[src/profile_stats_table_assert.svh]
// Assertion helpers for the profiling table RTL.
// Every check samples on the rising edge of clk_i and is off while rst_ni is low.
`ifndef PROFILE_STATS_TABLE_ASSERT_SVH
`define PROFILE_STATS_TABLE_ASSERT_SVH

// Check a property on every clock edge.
`define PST_ASSERT(name, prop, msg) \
  name: assert property (@(posedge clk_i) disable iff (!rst_ni) prop) \
    else $error(msg);

// Check that a condition leads to a result in the following cycle.
`define PST_ASSERT_NEXT(name, ante, cons, msg) \
  name: assert property (@(posedge clk_i) disable iff (!rst_ni) (ante) |=> (cons)) \
    else $error(msg);

`endif

[src/pst_pkg.sv]
package pst_pkg;

  // Default table depth.
  localparam int unsigned MAX_ENTRIES_DEF = 64;

  // Request codes carried in s_axis_tuser.
  typedef enum logic [1:0] {
    OP_COUNT_CALL    = 2'd0,
    OP_RECORD_SAMPLE = 2'd1,
    OP_READ_ENTRY    = 2'd2,
    OP_CLEAR_ALL     = 2'd3
  } op_e;

  // Status codes carried in m_axis_tuser.
  typedef enum logic [1:0] {
    STAT_OK        = 2'd0,
    STAT_FULL      = 2'd1,
    STAT_NULL_KEY  = 2'd2,
    STAT_BAD_INDEX = 2'd3
  } status_e;

  // Countdown timer: counts per timer period.
  localparam int unsigned COUNT_W = 14;
  localparam logic [COUNT_W-1:0] TICK_PERIOD = 14'd11932;

  // Offset in us is (period - count) * 1000000 / 1193180, taken as
  // (period - count) * TICK_RECIP >> TICK_SHIFT. The reciprocal is rounded up
  // and exact for every remaining count up to the period.
  localparam int unsigned TICK_RECIP_W = 30;
  localparam logic [TICK_RECIP_W-1:0] TICK_RECIP = 30'd899899281;
  localparam int unsigned TICK_SHIFT = 30;

  // The offset never exceeds 10000 us, so 14 bits are enough.
  localparam int unsigned OFFSET_W = 14;

  // Milliseconds to microseconds.
  localparam logic [9:0] US_PER_MS = 10'd1000;

endpackage

[src/pst_tick_div.sv]
// Timer offset unit: clamps a latched countdown value to the period and turns
// the remaining counts into microseconds with one multiply by a scaled
// reciprocal of the timer clock. The offset is ready the cycle after start.
module pst_tick_div (
  input  logic                              clk_i,
  input  logic                              rst_ni,
  input  logic                              start_i,
  input  logic [pst_pkg::COUNT_W-1:0]       count_i,
  output logic                              done_o,
  output logic [pst_pkg::OFFSET_W-1:0]      offset_o
);

  localparam int unsigned PW = pst_pkg::COUNT_W + pst_pkg::TICK_RECIP_W;

  logic                         done_q;
  logic [pst_pkg::OFFSET_W-1:0] offset_q;

  logic [pst_pkg::COUNT_W-1:0] cnt_clamp;
  logic [pst_pkg::COUNT_W-1:0] remain;
  logic [PW-1:0]               prod;

  // Clamp the count and scale the remaining counts.
  always_comb begin
    cnt_clamp = (count_i > pst_pkg::TICK_PERIOD) ? pst_pkg::TICK_PERIOD : count_i;
    remain    = pst_pkg::TICK_PERIOD - cnt_clamp;
    prod      = PW'(remain) * PW'(pst_pkg::TICK_RECIP);
  end

  // Flag the offset in the cycle after start.
  always_ff @(posedge clk_i or negedge rst_ni) begin
    if (!rst_ni) begin
      done_q <= 1'b0;
    end else begin
      done_q <= start_i;
    end
  end

  // Datapath register carries no reset.
  always_ff @(posedge clk_i) begin
    if (start_i) begin
      offset_q <= prod[pst_pkg::TICK_SHIFT +: pst_pkg::OFFSET_W];
    end
  end

  assign done_o   = done_q;
  assign offset_o = offset_q;

endmodule

[config.mk]
export PLATFORM = sky130hd
export DESIGN_NAME = pst_tick_div
export DESIGN_NICKNAME = d
export VERILOG_FILES = /design/src/profile_stats_table_assert.svh /design/src/pst_pkg.sv /design/src/pst_tick_div.sv
export SDC_FILE = /design/constraint.sdc
export NUM_CORES = 1
export LEC_CHECK = 0
export ABC_AREA = 1
export BUFFER_PORTS_ARGS = -buffer_cell sky130_fd_sc_hd__buf_4
export CORE_MARGIN = 5
export CORE_UTILIZATION = 50
export CTS_CLUSTER_DIAMETER = 50
export DETAILED_ROUTE_END_ITERATION = 10
export GPL_TIMING_DRIVEN = 1
export PLACE_DENSITY = 0.69
export SYNTH_ARGS = -nofsm -noshare
export SYNTH_HDL_FRONTEND = slang
export SYNTH_SLANG_ARGS = --single-unit
[constraint.sdc]
create_clock -name clk_i -period 0.8 [get_ports clk_i]
set_clock_uncertainty 0.15 [all_clocks]
set_input_delay 0.16 -clock clk_i [delete_from_list [all_inputs] [get_ports clk_i]]
set_output_delay 0.16 -clock clk_i [all_outputs]
set_load 0.01 [all_outputs]
# Word level (Yosys, flattened, before mapping)
# Index checks and enable logic that the tools add are counted.
# totals
memories	0
mem_bits_ro	0
register_bits	15
ramBits	0
out_inout_bits	15
latch_bits	0
input_bits	17
elab_cells	6
# op_classes
order_cmp	1
n_bitwise	0
multipliers	1
n_addsub	1
n_div	0
reduce_logical	0
eq_ne	0
n_mux	1
shifts	0
# op_table
op	n
$mul 14x30->44 const B	1
$gt 14x14->1 const B	1
$mux 14	1
$sub 14x14->14 const A	1

# Longest topological paths before layout
# depth
depth_word	4
depth_mapped	48
ltp_nobuf	47

# Worst setup path before layout
# OpenSTA, ideal clock, no wires.
# synth_path
path_kind	input-to-reg
from	input count_i[12] (netlist bit)
to	register offset_q (netlist bit offset_o[4]) (data pin)
setup_time_ps	252
n_path_buf	0
t_arrival_ps	6989
required_ps	398
path_slack_ps	-6591
cell_stages	43
path_cell_list	inv_1 nand2_1 nor2_2 nand4_2 nand2_4 nand2_1 ha_1 inv_1 nand2_1 inv_1 nor2_2 nor2_2 nand2_1 nand2_2 inv_1 ha_1 inv_1 ha_1 [7 not listed] fa_1 inv_1 fa_1 inv_1 ha_1 nand2_1 nor2_1 inv_1 nor2_1 inv_1 nor2_1 inv_1 nor2_1 a221oi_1 o31ai_1 a21oi_1 nand3_1 nand2_1
# synth_between
elab_chain_len	4
# synth_lines
element	line	source
start, declared	pst_tick_div.sv:8	input logic [pst_pkg::COUNT_W-1:0] count_i,
$gt 14x14->1	pst_tick_div.sv:24	cnt_clamp = (count_i > pst_pkg::TICK_PERIOD) ? pst_pkg::TICK_PERIOD : count_i;
$mux 14 *	pst_tick_div.sv:24	
$sub 14x14->14 *	pst_tick_div.sv:25	remain = pst_pkg::TICK_PERIOD - cnt_clamp;
$mul 14x30->44 *	pst_tick_div.sv:26	prod = PW'(remain) * PW'(pst_pkg::TICK_RECIP);
via prod[34]	pst_tick_div.sv:20	logic [PW-1:0] prod;
end signal, assigned	pst_tick_div.sv:41	offset_q <= prod[pst_pkg::TICK_SHIFT +: pst_pkg::OFFSET_W];
end, declared	pst_tick_div.sv:16	logic [pst_pkg::OFFSET_W-1:0] offset_q;
# Mark *: on every way through the listed nets, which the timed path passes. The rest lies on a longest branch.
# A chain may end at the register's enable or synchronous reset.

# Final worst setup path
# layout_path
from	input count_i[12] (netlist bit)
to	register offset_q (netlist bit offset_o[9]) (data pin)
# The elaborated chain is that of the path after synthesis.

==> flow_metrics.py <==
metrics = {
    "logic_synthesis": {
        "yosysSeqAreaShare": 0.0549,
        "syn_inst": 988,
        "synth_edf_count": 14,
        "synth_seq_cells": 15,
        "synth_nets": 1286,
        "yosysWarnings": 0,
        "ys.flop_type": "edfxtp_1",
        "async_flop_share": 0.0667,
        "synth.avg_cell_area_um2": 8.22,
        "netlist-cell-type-count": 45,
        "synthesis.area_um2": 8120,
    },
    "worst_setup_path": {
        "critPathCaptureType": "register",
        "critical-path-slowest-cell": "fa_1",
        "required_ps": 650,
        "critPathMaxFanout": 6,
        "crit_type": "input pin to register",
        "arrival_ps": 6620,
        "crit_path_start": "count_i[12]",
        "crit_path_start_kind": "input pin",
        "slowest_delay_ps": 550,
    },
    "global_routing": {
        "antenna_found_initial": 0,
        "grt_pass1_wl_um": 42400,
        "grt-ovfl-total": 0,
        "grt_max_degree": 16,
        "grt_pass1_vias": 8579,
        "grt_use_total": 0.288,
    },
    "sta": {
        "hold_viol_final": 0,
        "finalSetupTns_ps": -86090,
        "fin_crit_sh": 8.47,
        "worstMarginPinSlew_ps": 489,
        "maxSlewViolCount": 0,
        "slew_headroom": 0.673,
        "timing.final.ws_setup_ps": -5980,
        "max_clock_freq_mhz": 148,
        "rsz0062_at_grt": "true",
        "setup_viol": 29,
        "fin_crit_ps": 6780,
    },
    "floorplanning": {
        "rows": 46,
        "core_area_um2": 15900,
        "die_width_um": 137,
        "pin_count": 32,
        "start_util": 0.511,
        "dieArea_um2": 18900,
        "fp.dieH_um": 137,
    },
    "min_path": {
        "hp-class": "input pin to register",
        "hold_path_startpoint": "start_i",
    },
    "cells_and_area": {
        "layout-drive-gt1-share": 0.426,
        "nNetsFinal": 1641,
        "fillers": 1066,
        "antenna_cells": 0,
        "area_growth_pct": 51.4,
    },
    "drt": {
        "vias_per_cell": 5.10,
        "vias": 7952,
        "wl_per_cell_um": 17.1,
        "drt_pass1_iterations": 5,
        "drt_iter0_markers": 437,
        "antenna_left": 0,
        "drcViolationCount": 0,
        "totalWireLength_um": 26700,
    },
    "place": {
        "io_buffers": 31,
        "hpwl_um": 21300,
        "place_congestion": 1.01,
    },
    "status": {
        "status": "finished with violations",
        "violations": "negative setup slack",
    },
    "cts": {
        "cts_buffers": 3,
        "htree_levels": 1,
        "cts_tree": "yes",
        "cts_root_buffer": "clkbuf_16",
        "clock_sinks": 15,
        "clkTransAtPathRegs_ps": 50,
        "clockBufferDepth": 2,
    },
    "run": {
        "maxCapViolCount": 0,
    },
}
placed cells by master (no fill, tap or decap), types with 7 or more instances in the layout:
cell type  synthesis  routed
a21oi_1           51      32
a21oi_2            0      15
buf_4              0     317
buf_6              0      29
edfxtp_1          14      14
fa_1             136     129
fa_2               0       7
ha_1             145     120
ha_4               0      22
inv_1            279     235
inv_2              3      40
nand2_1          131      98
nand2_2            4      19
nand2_4            5      20
nand3_1           29      26
nand4_1            7       7
nor2_1            70      47
nor2_2            10      17
nor2_4             0      16
o21ai_0           27      17
o21ai_2            3      10
xor2_1            13      10
metal layers:
metal	global-route usage	vias to the layer above	share of wire
li1	-	3774	-
met1	0.356	3854	0.40
met2	0.521	237	0.51
met3	0.0303	87	0.041
met4	0.0981	0	0.046
met5	0	-	0
flip-flops by register name (all words and copies together), names as in the netlist:
register	cells
done_o	1
offset_o	14
cells by family after synthesis:
logic type | count (synthesis) | synth area share
AOI/OAI and AO/OA | 115 | 0.0829
and+or+nand+nor | 277 | 0.153
xor gates and xnor gates | 16 | 0.0173
DFF | 15 | 0.0549
adders and majority gates | 281 | 0.559
buffers and inverters | 284 | 0.133
critical path: cells and delay by family:
| kind | cells | cell delay, ps |
|---|---|---|
| fa+ha+maj | 8 | 3310 |
| simple gates | 11 | 1270 |
| compound gates | 5 | 820 |
| buf+inv | 10 | 800 |
| xor+xnor | 2 | 240 |
synth_stat cells (4+ instances only):
cell      instances  area share
nor4_1            4      0.0031
nand2_2           4      0.0031
nand2_1         131       0.061
edfxtp_1         14       0.052
o21ai_0          27       0.017
a21o_1            4      0.0037
inv_1           279        0.13
o21ai_1           4      0.0025
a31oi_1           6      0.0046
xor2_1           13       0.014
nor3_1            7      0.0043
nand2_4           5      0.0069
nor2_1           70       0.032
ha_1            145        0.22
nand3_1          29       0.018
fa_1            136        0.34
o21a_1            5      0.0046
nand3_2           4      0.0049
nand4_1           7      0.0054
a21oi_1          51       0.031
nor2_2           10      0.0077
per-stage QoR:
step | worst slack [ps] | util | area [µm²] | cells | hold WS (ps)
6_report | -5980 | 0.773 | 12300 | 1558 | 11.5
5_1_grt | -6200 | 0.773 | 12300 | 1558 | 13.5
4_1_cts | -5780 | 0.748 | 11900 | 1541 | 11.2
3_5_place_dp | -6260 | 0.697 | 11100 | 1509 | -213
3_3_place_gp | -6170 | 0.697 | 11100 | 1509 | -214
2_1_floorplan | -5750 | - | 8520 | 988 | -286
layout make-up:
class	instances	area [µm²]	area share
multi-input cells	690	7600	0.619
repair buffers	351	2790	0.227
inverters	282	1100	0.0894
flip-flops and latches	15	445	0.0363
well taps	216	270	0.0220
clock buffers	3	75.1	0.00611
clock inverters	1	5.00	0.000407
what timing repair did:
item	in CTS	in global routing
endpoints found under the setup margin	29	29
cloned	1	0
buffers inserted	26	18
resized for setup	129	71
endpoints found under the hold margin	1	0
hold buffers	1	0
pin swaps	66	84
final timing paths:
path                       cells after the start  slack [ps]           to
setup / recovery                              36       -5980  offset_o[9]
min in group asynchronous                      2          70       done_o
hold / removal                                 1          10       done_o
max in group asynchronous                      2         350       done_o
Power is left out: the tool's default activity adds up to more than one toggle a clock period on the data nets, which glitch-free logic cannot reach.
